<file path="config.mk">
export PLATFORM = sky130hd
export DESIGN_NAME = svg_cordic_cell
export DESIGN_NICKNAME = d
export VERILOG_FILES = /design/src/rtl/svg_pkg.sv /design/src/rtl/svg_cordic_cell.sv
export SDC_FILE = /design/constraint.sdc
export NUM_CORES = 1
export LEC_CHECK = 0
export BUFFER_PORTS_ARGS = -buffer_cell sky130_fd_sc_hd__buf_4
export CAP_MARGIN = 15
export CORE_UTILIZATION = 25
export CTS_BUF_LIST = sky130_fd_sc_hd__clkbuf_8
export DETAILED_ROUTE_END_ITERATION = 8
export SLEW_MARGIN = 20
export SYNTH_ARGS = -nofsm -noshare
export SYNTH_HDL_FRONTEND = slang
export SYNTH_SLANG_ARGS = --single-unit
</file>
<file path="constraint.sdc">
create_clock -name clk -period 5.9 [get_ports clk]
set_input_delay 0 -clock clk [delete_from_list [all_inputs] [get_ports clk]]
set_output_delay 0 -clock clk [all_outputs]
set_load 0.01 [all_outputs]
</file>
<file path="src/rtl/svg_pkg.sv">
package svg_pkg;

  localparam int IDX_W = 10;
  localparam int SEG_W = 10;
  localparam int RAD_W = 16;
  localparam int COL_W = 8;
  localparam int POS_W = 17;
  localparam int NRM_W = 16;
  localparam int TEX_W = 17;
  localparam int CFG_W = 16;
  localparam int ADR_W = 3;
  localparam int QUO_W = 33;
  localparam int DIV_STEPS = QUO_W;
  localparam int CRD_W = 32;
  localparam int PRD_W = 64;
  localparam int SCL_W = 50;
  localparam int CORDIC_MAX = 24;

  localparam int MAX_SEGMENTS_DEF = 1023;
  localparam int CORDIC_STAGES_DEF = 16;

  localparam logic [RAD_W-1:0] RADIUS_RST = 16'd256;
  localparam logic [SEG_W-1:0] SEGMENTS_RST = 10'd32;
  localparam logic [COL_W-1:0] COLOR_RST = 8'd255;

  localparam logic signed [CRD_W-1:0] CORDIC_INIT = 32'sd652032874;
  localparam logic signed [CRD_W-1:0] ONE_Q30 = 32'sd1073741824;
  localparam logic signed [PRD_W-1:0] NRM_LIM = 64'sd16384;
  localparam logic signed [PRD_W-1:0] POS_LIM = 64'sd65535;

  typedef enum logic [ADR_W-1:0] {
    REG_RADIUS   = 3'd0,
    REG_SEGMENTS = 3'd1,
    REG_RED      = 3'd2,
    REG_GREEN    = 3'd3,
    REG_BLUE     = 3'd4
  } reg_idx_t;

  // a: theta from slice, b: phi from stack
  typedef struct packed {
    logic [SEG_W-1:0] rem_a;
    logic [SEG_W-1:0] rem_b;
    logic [QUO_W-1:0] q_a;
    logic [QUO_W-1:0] q_b;
    logic             clamped;
  } div_t;

  typedef struct packed {
    logic signed [CRD_W-1:0] x_t;
    logic signed [CRD_W-1:0] y_t;
    logic signed [CRD_W-1:0] z_t;
    logic signed [CRD_W-1:0] x_p;
    logic signed [CRD_W-1:0] y_p;
    logic signed [CRD_W-1:0] z_p;
    logic [1:0]              quad_t;
    logic [1:0]              quad_p;
    logic                    zero_t;
    logic                    zero_p;
    logic [TEX_W-1:0]        tex_u;
    logic [TEX_W-1:0]        tex_v;
    logic                    clamped;
  } cor_t;

  // arctangent of 2^-i as a 32-bit turn fraction
  function automatic logic signed [CRD_W-1:0] atan_turn(input int unsigned i);
    logic signed [CRD_W-1:0] a;
    case (i)
      0:  a = 32'sd536870912;
      1:  a = 32'sd316933406;
      2:  a = 32'sd167458907;
      3:  a = 32'sd85004756;
      4:  a = 32'sd42667331;
      5:  a = 32'sd21354465;
      6:  a = 32'sd10680862;
      7:  a = 32'sd5340245;
      8:  a = 32'sd2670163;
      9:  a = 32'sd1335087;
      10: a = 32'sd667544;
      11: a = 32'sd333772;
      12: a = 32'sd166886;
      13: a = 32'sd83443;
      14: a = 32'sd41722;
      15: a = 32'sd20861;
      16: a = 32'sd10430;
      17: a = 32'sd5215;
      18: a = 32'sd2608;
      19: a = 32'sd1304;
      20: a = 32'sd652;
      21: a = 32'sd326;
      22: a = 32'sd163;
      23: a = 32'sd81;
      default: a = '0;
    endcase
    return a;
  endfunction

endpackage

</file>
<file path="src/rtl/svg_cordic_cell.sv">
module svg_cordic_cell #(
  parameter int STAGE = 0
) (
  input  logic          clk,
  input  logic          rst,
  input  logic          en,
  input  logic          in_valid,
  input  svg_pkg::cor_t c_in,
  output logic          out_valid,
  output svg_pkg::cor_t c_out
);
  import svg_pkg::*;

  logic signed [CRD_W-1:0] atan;
  cor_t                    c_next;

  always_comb begin
    atan   = atan_turn(STAGE);
    c_next = c_in;
    if (!c_in.z_t[CRD_W-1]) begin
      c_next.x_t = c_in.x_t - (c_in.y_t >>> STAGE);
      c_next.y_t = c_in.y_t + (c_in.x_t >>> STAGE);
      c_next.z_t = c_in.z_t - atan;
    end else begin
      c_next.x_t = c_in.x_t + (c_in.y_t >>> STAGE);
      c_next.y_t = c_in.y_t - (c_in.x_t >>> STAGE);
      c_next.z_t = c_in.z_t + atan;
    end
    if (!c_in.z_p[CRD_W-1]) begin
      c_next.x_p = c_in.x_p - (c_in.y_p >>> STAGE);
      c_next.y_p = c_in.y_p + (c_in.x_p >>> STAGE);
      c_next.z_p = c_in.z_p - atan;
    end else begin
      c_next.x_p = c_in.x_p + (c_in.y_p >>> STAGE);
      c_next.y_p = c_in.y_p - (c_in.x_p >>> STAGE);
      c_next.z_p = c_in.z_p + atan;
    end
  end

  always_ff @(posedge clk) begin
    if (rst) begin
      out_valid <= 1'b0;
    end else if (en) begin
      out_valid <= in_valid;
    end
  end

  always_ff @(posedge clk) begin
    if (en) begin
      c_out <= c_next;
    end
  end

endmodule

</file>
==> results.cfg <==
[global_routing]
grt_pass1_wl_um = 102000
globalRouteTotalUtil_pct = 17.8
first_global_vias = 16500
grt_max_degree = 138
globalRouteOverflowTotal = 0
antenna_found_initial = 7

[yosys]
ys_ff_latch = 232
yosysSeqAreaShare_pct = 38.3
postSynthAreaPerCell_um2 = 9.49
postSynth.asyncResetShare_pct = 0
yosysUniqueCellTypes = 88
netlist_area_um2 = 18200
synth_nets = 2347
synthCells = 1914
synth_top_flop_cell = edfxtp_1
synth_edf_count = 231
yosys_warnings = 0

[clock_network]
cts.sinks = 232
htreeDepth = 2
cts_root_buf = clkbuf_8
clockBufferDepth = 3
numCtsBuffers = 44
clk-insertion-delay-late_ns = 0.59
cts_tree = done
cts.clk_slew.worst_paths_ns = 0.06
post_cts_buffers = 0

[setup_path]
critPathArrivalTime_ns = 4.03
cp_max_fo = 5
crit_top_cell = dlygate4sd3_1
max_stage_delay_ns = 0.57
end_kind = flip-flop
start_kind = input port
worst-endpoint-required_ns = 6.25
slowest_stage = dlygate4sd3_1
worstPathCellList = dlygate4sd3_1, buf_4, inv_1, ha_1, nor2b_1, o211ai_2, a31oi_1, nor4_2, o311ai_1, a211o_1, a211oi_2, o22ai_1, xor2_1, dlygate4sd3_1
critPathKind = input port to flip-flop

[detailed_routing]
vias = 17000
drc = 0
drt-total-wl_um = 68700
drt_iter0_markers = 1499
routedWlPerCell_um = 19.9
first_pass_iters = 5
ant_nets = 0
post_drt_via_cell_ratio = 4.93

[floorplan]
initial_core_util_pct = 25.3
design.die.area_um2 = 73700
die_w_um = 272
die_h_um = 272
core.rowCount = 98
num_io_pins = 471
fp.coreArea_um2 = 71700

[worst_hold_path]
hold_path.class = input port to flip-flop

[sta]
fin_tns_setup_ns = 0
tightestPinTransition_ns = 0.991
fin_crit_sh_pct = 62.4
slew-limit-headroom_pct = 33.3
rsz0062_at_grt = false
slew_viol_final = 0
period_minus_slack_ns = 3.68
clock_skew_ns = 0
setup_viol_count_final = 0
hold_violations = 0
fmax_ghz = 0.272

[layout]
fin_nets = 2902
area_delta_synth_final_pct = 35.3
finalInstanceArea_um2 = 24600
drive_gt1_share_pct = 23.2
post-route-util_pct = 34.3

[pwr]
power_density_nw_per_um2 = 236
power_mw = 5.81
peakVddDrop_v = 0.000201
power_leakage_nw = 10.6

[placement]
port_buffers = 470
dpl_cell_area_um2 = 22500
place.detailed.hpwl_um = 53500
place_congestion = 0.959

[status]
status = finished, final reports clean

[job]
maxCapViolCount = 0
critical path, delay by kind of cell:
| family | cells | cell delay (ns) |
|---|---|---|
| AOI/OAI and AO/OA | 6 | 1.60 |
| xor gates and xnor gates | 1 | 0.15 |
| adders and majority gates | 1 | 0.33 |
| buffers and inverters | 4 | 1.36 |
| and+or+nand+nor | 2 | 0.60 |
routing by layer:
layer / vias to the layer above / share of wire (%) / track usage (%)
met5: - / 0.10 / 0
met4: 10 / 2.3 / 5.07
met3: 92 / 7.3 / 3.50
met2: 740 / 46 / 28.2
met1: 8179 / 45 / 24.5
li1: 8014 / - / -
what timing repair did:
action / CTS / global route
resized for setup: 0 / 0
endpoints found under the hold margin: 216 / 0
hold buffers: 124 / 0
per-stage QoR:
step / setup WS, ns / cells / hold slack (ns)
6_report: 2.22 / 3455 / 0.0762
2_1_floorplan: 3.41 / 1914 / 0.0724
4_1_cts: 2.37 / 3453 / 0.00224
5_1_grt: 2.10 / 3454 / 0.0626
3_5_place_dp: 2.37 / 3249 / 0.162
3_3_place_gp: 2.39 / 3249 / 0.160
placed cells by master (no fill, tap or decap), types with 5 or more instances in the layout:
| cell | count |
|---|---|
| a21o_1 | 37 |
| nor4_1 | 10 |
| and3_1 | 6 |
| a311oi_1 | 7 |
| o31ai_1 | 25 |
| nor2_1 | 167 |
| a31oi_1 | 12 |
| nor3_1 | 38 |
| nand2_1 | 86 |
| inv_2 | 6 |
| o221ai_1 | 7 |
| o22ai_1 | 5 |
| inv_1 | 196 |
| a211o_1 | 9 |
| nand3_1 | 23 |
| mux2i_1 | 31 |
| o21a_1 | 19 |
| buf_4 | 473 |
| o211ai_1 | 20 |
| nand4_1 | 23 |
| clkinv_1 | 13 |
| o21ai_0 | 95 |
| ha_1 | 188 |
| xor2_1 | 21 |
| clkbuf_8 | 44 |
| nand2b_1 | 23 |
| o21ai_1 | 29 |
| edfxtp_1 | 231 |
| a2111oi_2 | 5 |
| o31a_1 | 7 |
| a211oi_1 | 21 |
| dlygate4sd3_1 | 124 |
| fa_1 | 8 |
| or3_1 | 17 |
| a221oi_1 | 8 |
| a21oi_1 | 205 |
| o21bai_1 | 35 |
| nor2b_1 | 24 |
| xnor2_1 | 100 |
synth_stat cells, types with 35 or more instances:
cell / number / area, um2
a21o_1: 37 / 278
edfxtp_1: 231 / 6940
nand2_1: 86 / 323
o21bai_1: 35 / 263
clkbuf_1: 39 / 146
nor2_1: 167 / 627
inv_1: 183 / 687
a21oi_1: 205 / 1030
ha_1: 188 / 2350
o21ai_0: 95 / 475
nor3_1: 38 / 190
xnor2_1: 100 / 876
registers in the layout (all words and copies together) (netlist names):
register / count
out_valid: 1
c_out: 231
area by class of cell:
type | instances | area (um2)
Timing Repair Buffer | 599 | 4830
Clock buffer | 44 | 606
Tap cell | 950 | 1190
Antenna cell | 2 | 5.00
Fill cell | 7324 | 47200
Inverter | 193 | 729
Clock inverter | 36 | 246
Multi-Input combinational cell | 1399 | 10000
Sequential cell | 232 | 6960
worst paths after layout:
| path | startpoint | end | slack (ns) | depth (start not counted) |
|---|---|---|---|---|
| max | c_in[74] | c_out[104]$_DFFE_PP_ | 2.22 | 14 |
| min | c_in[135] | c_out[136]$_DFFE_PP_ | 0.08 | 6 |
| max reg2reg | out_valid$_SDFFE_PP0P_ | out_valid$_SDFFE_PP0P_ | 4.76 | 3 |
| min reg2reg | out_valid$_SDFFE_PP0P_ | out_valid$_SDFFE_PP0P_ | 1.05 | 3 |
cells by family (layout without fill, tap and decap cells):
kind of cell | Yosys count | after routing | synth area share (%)
flip-flops | 232 | 232 | 38.3
AO/OA/AOI/OAI | 605 | 605 | 22.0
buffers and inverters | 283 | 872 | 6.55
adder cells (fa/ha/maj) | 196 | 196 | 13.8
multiplexers | 31 | 31 | 1.71
XOR/XNOR | 121 | 121 | 5.84
AND/OR/NAND/NOR | 446 | 446 | 11.7
other | 0 | 2 | 0
power breakdown:
group	total, mW	internal (mW)	leakage (nW)	switching (mW)
clock	1.58	0.834	0.471	0.746
combinational	2.04	0.871	7.85	1.17
sequential	2.19	2.10	2.27	0.0900
(Power assumes the default switching activity.)
