### src/rtl/svg_pkg.sv
package svg_pkg;

  localparam int IDX_W = 10;
  localparam int SEG_W = 10;
  localparam int RAD_W = 16;
  localparam int COL_W = 8;
  localparam int POS_W = 17;
  localparam int NRM_W = 16;
  localparam int TEX_W = 17;
  localparam int CFG_W = 16;
  localparam int ADR_W = 3;
  localparam int QUO_W = 33;
  localparam int DIV_STEPS = QUO_W;
  localparam int CRD_W = 32;
  localparam int PRD_W = 64;
  localparam int SCL_W = 50;
  localparam int CORDIC_MAX = 24;

  localparam int MAX_SEGMENTS_DEF = 1023;
  localparam int CORDIC_STAGES_DEF = 16;

  localparam logic [RAD_W-1:0] RADIUS_RST = 16'd256;
  localparam logic [SEG_W-1:0] SEGMENTS_RST = 10'd32;
  localparam logic [COL_W-1:0] COLOR_RST = 8'd255;

  localparam logic signed [CRD_W-1:0] CORDIC_INIT = 32'sd652032874;
  localparam logic signed [CRD_W-1:0] ONE_Q30 = 32'sd1073741824;
  localparam logic signed [PRD_W-1:0] NRM_LIM = 64'sd16384;
  localparam logic signed [PRD_W-1:0] POS_LIM = 64'sd65535;

  typedef enum logic [ADR_W-1:0] {
    REG_RADIUS   = 3'd0,
    REG_SEGMENTS = 3'd1,
    REG_RED      = 3'd2,
    REG_GREEN    = 3'd3,
    REG_BLUE     = 3'd4
  } reg_idx_t;

  // a: theta from slice, b: phi from stack
  typedef struct packed {
    logic [SEG_W-1:0] rem_a;
    logic [SEG_W-1:0] rem_b;
    logic [QUO_W-1:0] q_a;
    logic [QUO_W-1:0] q_b;
    logic             clamped;
  } div_t;

  typedef struct packed {
    logic signed [CRD_W-1:0] x_t;
    logic signed [CRD_W-1:0] y_t;
    logic signed [CRD_W-1:0] z_t;
    logic signed [CRD_W-1:0] x_p;
    logic signed [CRD_W-1:0] y_p;
    logic signed [CRD_W-1:0] z_p;
    logic [1:0]              quad_t;
    logic [1:0]              quad_p;
    logic                    zero_t;
    logic                    zero_p;
    logic [TEX_W-1:0]        tex_u;
    logic [TEX_W-1:0]        tex_v;
    logic                    clamped;
  } cor_t;

  // arctangent of 2^-i as a 32-bit turn fraction
  function automatic logic signed [CRD_W-1:0] atan_turn(input int unsigned i);
    logic signed [CRD_W-1:0] a;
    case (i)
      0:  a = 32'sd536870912;
      1:  a = 32'sd316933406;
      2:  a = 32'sd167458907;
      3:  a = 32'sd85004756;
      4:  a = 32'sd42667331;
      5:  a = 32'sd21354465;
      6:  a = 32'sd10680862;
      7:  a = 32'sd5340245;
      8:  a = 32'sd2670163;
      9:  a = 32'sd1335087;
      10: a = 32'sd667544;
      11: a = 32'sd333772;
      12: a = 32'sd166886;
      13: a = 32'sd83443;
      14: a = 32'sd41722;
      15: a = 32'sd20861;
      16: a = 32'sd10430;
      17: a = 32'sd5215;
      18: a = 32'sd2608;
      19: a = 32'sd1304;
      20: a = 32'sd652;
      21: a = 32'sd326;
      22: a = 32'sd163;
      23: a = 32'sd81;
      default: a = '0;
    endcase
    return a;
  endfunction

endpackage

### src/rtl/svg_div_cell.sv
module svg_div_cell #(
  parameter bit FIRST = 1'b0
) (
  input  logic                      clk,
  input  logic                      rst,
  input  logic                      en,
  input  logic [svg_pkg::SEG_W-1:0] seg,
  input  logic                      in_valid,
  input  svg_pkg::div_t             d_in,
  output logic                      out_valid,
  output svg_pkg::div_t             d_out
);
  import svg_pkg::*;

  logic [SEG_W:0] trial_a;
  logic [SEG_W:0] trial_b;
  logic [SEG_W:0] seg_x;
  logic           ge_a;
  logic           ge_b;
  div_t           d_next;

  // one restoring division step for each lane
  always_comb begin
    seg_x   = {1'b0, seg};
    trial_a = FIRST ? {1'b0, d_in.rem_a} : {d_in.rem_a, 1'b0};
    trial_b = FIRST ? {1'b0, d_in.rem_b} : {d_in.rem_b, 1'b0};
    ge_a    = trial_a >= seg_x;
    ge_b    = trial_b >= seg_x;
    d_next         = d_in;
    d_next.rem_a   = ge_a ? SEG_W'(trial_a - seg_x) : SEG_W'(trial_a);
    d_next.rem_b   = ge_b ? SEG_W'(trial_b - seg_x) : SEG_W'(trial_b);
    d_next.q_a     = {d_in.q_a[QUO_W-2:0], ge_a};
    d_next.q_b     = {d_in.q_b[QUO_W-2:0], ge_b};
  end

  always_ff @(posedge clk) begin
    if (rst) begin
      out_valid <= 1'b0;
    end else if (en) begin
      out_valid <= in_valid;
    end
  end

  always_ff @(posedge clk) begin
    if (en) begin
      d_out <= d_next;
    end
  end

endmodule

### config.mk
export PLATFORM = sky130hd
export DESIGN_NAME = svg_div_cell
export DESIGN_NICKNAME = d
export VERILOG_FILES = /design/src/rtl/svg_pkg.sv /design/src/rtl/svg_div_cell.sv
export SDC_FILE = /design/constraint.sdc
export NUM_CORES = 1
export LEC_CHECK = 0
export BUFFER_PORTS_ARGS = -buffer_cell sky130_fd_sc_hd__buf_2
export CORE_MARGIN = 5
export CORE_UTILIZATION = 42
export CTS_BUF_LIST = sky130_fd_sc_hd__clkbuf_16
export CTS_CLUSTER_SIZE = 12
export DETAILED_ROUTE_END_ITERATION = 10
export PLACE_DENSITY = 0.77
export SLEW_MARGIN = 20
export SYNTH_ARGS = -nofsm -noshare
export SYNTH_HDL_FRONTEND = slang
export SYNTH_SLANG_ARGS = --single-unit
### constraint.sdc
create_clock -name clk -period 2.6 [get_ports clk]
set_clock_uncertainty 0.2 [all_clocks]
set_input_delay 0.39 -clock clk [delete_from_list [all_inputs] [get_ports clk]]
set_output_delay 0.39 -clock clk [all_outputs]
set_load 0.01 [all_outputs]
==> results of run 1 <==
==> routing by layer <==
layer / up-vias / part of all wire
met4: 0 / 0.013
met3: 10 / 0.089
li1: 1395 / -
met5: - / 0
met2: 113 / 0.52
met1: 1344 / 0.38
==> layout make-up <==
class                           instances  share of cell area
Sequential cell                        88              0.4732
Timing Repair Buffer                  227              0.2276
Multi-Input combinational cell        136              0.2123
Clock buffer                            9             0.04049
Tap cell                              111             0.02497
Clock inverter                          7             0.01350
Inverter                               10            0.007422
Antenna cell                            1           0.0004498
==> power by group through the flow <==
stage                     Clock (mW)  Combinational (mW)  Sequential [mW]
after floorplan                    0               0.274             1.86
after global placement             0               0.700             1.78
after detailed placement           0               0.723             1.78
after global routing            1.36               0.785             1.76
final                           1.26               0.715             1.75
after CTS                       1.29               0.724             1.75
==> logic make-up (layout without fill, tap and decap cells) <==
| family | after synthesis | after routing |
|---|---|---|
| AND/OR/NAND/NOR | 35 | 35 |
| other | 0 | 1 |
| flip-flops | 88 | 88 |
| adder cells (fa/ha/maj) | 22 | 22 |
| buffers and inverters | 12 | 253 |
| multiplexers | 21 | 21 |
| AO/OA/AOI/OAI | 46 | 46 |
| XOR/XNOR | 12 | 12 |
==> metrics by stage <==
step / instance area (um2) / util / hold WS, ns / setup TNS (ns)
4_1_cts: 5548 / 0.6120 / 0.004361 / 0
2_1_floorplan: 3866 / - / 0.2624 / 0
3_5_place_dp: 5248 / 0.5789 / 0.2847 / -3.532
6_report: 5563 / 0.6137 / 0.009718 / 0
3_3_place_gp: 5248 / 0.5789 / 0.2702 / -2.458
5_1_grt: 5560 / 0.6134 / 0.005651 / 0
==> worst max-delay path: stages <==
cell and delay [ns]:
buf_2 0.10, clkinvlp_4 0.13, ha_4 0.24, ha_2 0.16
nand4_1 0.10, nor3_1 0.06, or4_1 0.47, a41o_1 0.25
buf_12 0.16, mux2_1 0.30
==> what timing repair did <==
| action | 4_1_cts | 5_1_grt |
|---|---|---|
| setup endpoints to repair | 0 | 2 |
| gates resized for setup | 0 | 1 |
| setup buffers | 0 | 1 |
==> flip-flops by register name, indices dropped and copies added, names as in the netlist <==
| signal | flops |
|---|---|
| d_out | 87 |
| out_valid | 1 |
==> Yosys cell counts (2+ instances only) <==
cell	instances
edfxtp_1	87
ha_1	20
inv_1	10
mux2_1	9
a21oi_1	8
mux2_4	8
o21ai_0	8
xnor2_1	8
nor2_1	7
o21ai_1	7
nor2b_1	5
a211oi_1	4
mux2i_1	4
nand2b_1	4
xor2_1	4
a31oi_1	3
and2_1	3
nand2_1	3
nand3_1	3
nand4_1	3
nor3_1	3
o21a_1	3
o21bai_1	3
a21o_1	2
fa_1	2
o31a_1	2
or4b_1	2
==> path summary, 6_finish.rpt <==
check        startpoint   endpoint  depth (start not counted)
max              seg[1]  d_out[76]                         10
max reg2reg   out_valid  out_valid                          2
min                 rst  out_valid                          2
min reg2reg   out_valid  out_valid                          2
==> impl_metrics.json, run 1 <==
{
  "cp.required_ns": 2.47,
  "p_seq_frac": 0.469,
  "gp_congestion": 0.8138,
  "p_int_mw": 2.761,
  "synth_edf_count": 87,
  "slew_headroom": 0.7663,
  "nFillCells": 727,
  "syn_area_um2": 3847,
  "cp.arrival_ns": 2.36,
  "synth_xor_area_frac": 0.02732,
  "clk-insertion-delay-late_ns": 0.33,
  "grt_pass1_vias": 3002,
  "mostFrequentLayoutCell": "buf_2",
  "cts_tree": "yes",
  "rows": 35,
  "ys_warn_count": 0,
  "cellPowerDensity_nw_per_um2": 669.7,
  "hold_violations": 0,
  "final_cells": 589,
  "synth-main-ff-cell": "edfxtp_1",
  "drive_gt1_frac": 0.5367,
  "root_buffer": "clkbuf_16",
  "finalMaxSlewViolations": 0,
  "worst-setup-path-type": "in -> reg",
  "ys_async_sr_fraction": 0,
  "num-nets-final": 595,
  "synth-simple-area-share": 0.05106,
  "syn_nets": 359,
  "setup_viol": 0,
  "cellLeakagePower_nw": 2.505,
  "synth_top_family_by_area": "compound AO/OA/AOI/OAI gates",
  "avgSynthCellArea_um2": 16.30,
  "grt_pass1_wl_um": 15120,
  "ys_ff_latch": 88,
  "grt_util_met1": 0.1813,
  "clk_pin_slew_worst_paths_ns": 0.07,
  "synth_cells": 236,
  "drv_cap": 0,
  "die_x_um": 105.7,
  "r2r_setup_slack_ns": 1.83,
  "drt_iter0_drc": 145,
  "ir_drop_mv": 0.3676,
  "cts_buffers": 9,
  "synth_fa_ha_area_frac": 0.07545,
  "grt_use_total": 0.1737,
  "first_pass_iters": 4,
  "die_area_um2": 11170,
  "dp_cells": 571,
  "grtUsageMet2": 0.3219,
  "grt_max_degree": 42,
  "worst_pin_slew_ns": 0.3506,
  "hpwl_um": 7999,
  "yosysUniqueCellTypes": 38,
  "worst-path-max-fanout": 11,
  "p_clk_frac": 0.339,
  "synth_top_cell_area_share": 0.6790,
  "grt_remaining_overflow": 0,
  "swShare": 0.2589,
  "regArea_um2": 2633,
  "busiest_layer": "met2",
  "post-route-period-util": 0.9559,
  "start_util": 0.4244,
  "rsz0062_at_grt": "no",
  "coreArea_um2": 9065,
  "wl_per_cell_um": 16.88,
  "fin_ws_ns": 0.1147,
  "yosys.area.top_type": "edfxtp_1",
  "yosys-top-cells-area": "edfxtp_1 68%, ha_1 6.5%, mux2_4 3.1%, mux2_1 2.6%, xnor2_1 1.8%",
  "finalPower_mw": 3.725,
  "grt_util_met3": 0.06736,
  "period_needed_ns": 2.485,
  "multi_input_area_um2": 1181,
  "synthMuxAreaShare": 0.06797,
  "synth_compound_gate_area_share": 0.08000,
  "cts_sinks": 88,
  "vias": 2862,
  "vias_per_cell": 4.859,
  "cts_hold_buf": 0,
  "ys_seq_area_frac": 0.6842,
  "port_buffers": 186,
  "fmax_ghz": 0.4024,
  "place_ws_ns": -0.2505,
  "startpoint_type": "input port",
  "wl_um": 9945,
  "antenna_left": 0,
  "ios": 189,
  "die_h_um": 105.7,
  "cp-end-kind": "flip-flop",
  "drc": 0,
  "power_switching_uw": 964.3,
  "pwr-share-comb": 0.192,
  "h-tree-depth": 3,
  "syn_to_final_growth_pct": 44.59,
  "hold_class": "in -> reg",
  "antenna_found_initial": 0,
  "final_cell_mix": "185 x buf_2, 87 x edfxtp_1, 40 x buf_4",
  "cts_buffer_depth": 2,
  "status": "completed"
}
No activity file was read; power rests on OpenSTA's default activity.
==> inputs of run 2 (changes only) <==
==> constraint.sdc (replaced) <==
create_clock -name clk -period 2.2 [get_ports clk]
set_clock_uncertainty 0.2 [all_clocks]
set_input_delay 0.33 -clock clk [delete_from_list [all_inputs] [get_ports clk]]
set_output_delay 0.33 -clock clk [all_outputs]
set_load 0.01 [all_outputs]
==> run 2 against run 1 <==
Effect of this change:
- die area did not move
- worst hold slack improved by 0.032 ns
- the flow now finishes with violations (setup timing)
- flip-flop and latch count is the same
- critical path type unchanged
- clock power increased by 17%
- highest routed layer is now met5
==> impl_metrics.json, run 2 (same netlist as run 1, synthesis figures left out) <==
{
  "status": "finished, violations left",
  "violations": "setup timing",
  "ff2ff_path_depth": 2,
  "setup_viol": 17,
  "r2r_setup_slack_ns": 1.42,
  "r2r-start": "out_valid",
  "cts_tree": "yes",
  "grt_pass1_wl_um": 19030,
  "slew_headroom": 0.7209,
  "cp.arrival_ns": 2.20,
  "final_cell_mix": "184 x buf_2, 87 x edfxtp_1, 66 x dlygate4sd3_1",
  "startpoint_type": "input port",
  "cellPowerDensity_nw_per_um2": 715.7,
  "vias": 3297,
  "wl_per_cell_um": 18.72,
  "cellLeakagePower_nw": 2.888,
  "dp_cells": 591,
  "wl_um": 12620,
  "worst-setup-path-type": "in -> reg",
  "antenna_left": 0,
  "period_needed_ns": 2.312,
  "hold_violations": 0,
  "first_pass_iters": 6,
  "ir_drop_mv": 0.3522,
  "finalPower_mw": 4.582,
  "rows": 35,
  "syn_to_final_growth_pct": 66.41,
  "rsz0062_at_grt": "yes",
  "cp.required_ns": 2.09,
  "grt_use_total": 0.2227,
  "drive_gt1_frac": 0.5027,
  "cp-end-kind": "flip-flop",
  "vias_per_cell": 4.892,
  "path_depth": 10,
  "num-nets-final": 681,
  "port_buffers": 186,
  "fin_ws_ns": -0.1122,
  "crit_slowest_cell": "or4_1",
  "cts_buffers": 9,
  "worst_pin_slew_ns": 0.4187,
  "antenna_cells": 0,
  "post-route-period-util": 1.051,
  "cp_cell_sequence": "buf_6, clkinvlp_4, ha_4, ha_4, nand4_1, nor3_1, or4_1, a41o_1, buf_4, mux2_4",
  "finalMaxSlewViolations": 0,
  "finalInstanceArea_um2": 6402,
  "start_util": 0.4244,
  "fmax_ghz": 0.4325,
  "critPathCapture": "d_out[69]",
  "nFillCells": 621,
  "drc": 0,
  "dpl_cell_area_um2": 5396,
  "cpMostUsedCell": "ha_4",
  "root_buffer": "clkbuf_16",
  "antenna_found_initial": 2,
  "cts_sinks": 88,
  "timing.hold.ws_ns": 0.04190,
  "grt_pass1_vias": 3509,
  "grt_max_degree": 38,
  "gp_congestion": 0.8710,
  "path_buf_inv": 3,
  "final_cells": 674,
  "die_h_um": 105.7,
  "cts_buffer_depth": 2,
  "mostFrequentLayoutCell": "buf_2",
  "regMostFlops": "d_out",
  "clk-insertion-delay-late_ns": 0.33,
  "die_x_um": 105.7,
  "drv_cap": 0,
  "slowest_delay_ns": 0.46,
  "startpoint": "seg[1]",
  "crit_family": "simple AND/OR/NAND/NOR gates",
  "hpwl_um": 8508,
  "ios": 189,
  "drt_iter0_drc": 127,
  "coreArea_um2": 9065,
  "largest_reg_flops": 87,
  "worst-path-max-fanout": 3,
  "grt_remaining_overflow": 0,
  "reg2reg_to": "out_valid",
  "die_area_um2": 11170,
  "hold_class": "in -> reg",
  "clk_pin_slew_worst_paths_ns": 0.07,
  "h-tree-depth": 3,
  "largestRegisters": "d_out x87, out_valid x1"
}
==> run 2: cell types whose count changed in the layout (fill, tap and decap cells not counted), moves of 2 or more <==
cell / previous run / this run
a211oi_1: 3 / 1
a211oi_2: 1 / 3
buf_4: 40 / 59
buf_6: 0 / 3
clkinv_4: 2 / 0
dlygate4sd3_1: 0 / 66
o21ai_1: 7 / 5
o21ai_2: 0 / 3
==> run 2: power breakdown <==
part           internal, mW  switching (mW)
clock network         0.792           0.688
registers              2.03          0.0492
logic                 0.547           0.473
total                  3.37            1.21
==> run 2: through the flow <==
stage                     setup TNS [ns]  utilization  setup WS [ns]
after floorplan                   -4.693            -        -0.3330
after global placement            -8.651       0.5953        -0.4969
after detailed placement          -9.193       0.5953        -0.5039
after CTS                        -0.8638       0.7046        -0.1116
after global routing              -2.245       0.7063        -0.1785
final                             -1.122       0.7063        -0.1122
==> run 2: worst min-delay path by stage <==
| stage | cells after the start | to | slack, ns | from |
|---|---|---|---|---|
| after global placement | 2 | out_valid | 0.27 | out_valid |
| after floorplan | 1 | out_valid | 0.20 | rst |
| after global routing | 3 | out_valid | 0.05 | in_valid |
| after detailed placement | 2 | out_valid | 0.30 | rst |
| final | 3 | out_valid | 0.04 | in_valid |
| after CTS | 3 | out_valid | 0.04 | in_valid |
==> run 2: layout make-up <==
| class | count | area, um2 | share of cell area |
|---|---|---|---|
| Multi-Input combinational cell | 136 | 1224 | 0.1911 |
| Clock buffer | 9 | 225.2 | 0.03518 |
| Clock inverter | 7 | 62.56 | 0.009771 |
| Tap cell | 111 | 138.9 | 0.02169 |
| Timing Repair Buffer | 313 | 2078 | 0.3246 |
| Sequential cell | 88 | 2633 | 0.4112 |
| Inverter | 10 | 41.29 | 0.006449 |
==> run 2: metal layers <==
metal	up-vias	wire length (um)	global-route usage
li1	1563	-	-
met1	1554	4898	0.2527
met2	153	6548	0.4035
met3	23	892	0.06736
met4	4	251	0.06383
met5	-	27	0
==> run 2: timing repair <==
action,CTS,global route
pin swaps,0,2
gates resized for setup,8,3
hold buffers,66,0
endpoints found under the setup margin,17,18
buffers inserted,0,1
hold endpoints to repair,66,0
==> run 2: tightest hold or removal path: cells and delay by family <==
family | cells | cell delay [ns]
and+or+nand+nor | 1 | 0.08
muxes | 1 | 0.05
buffers and inverters | 1 | 0.08
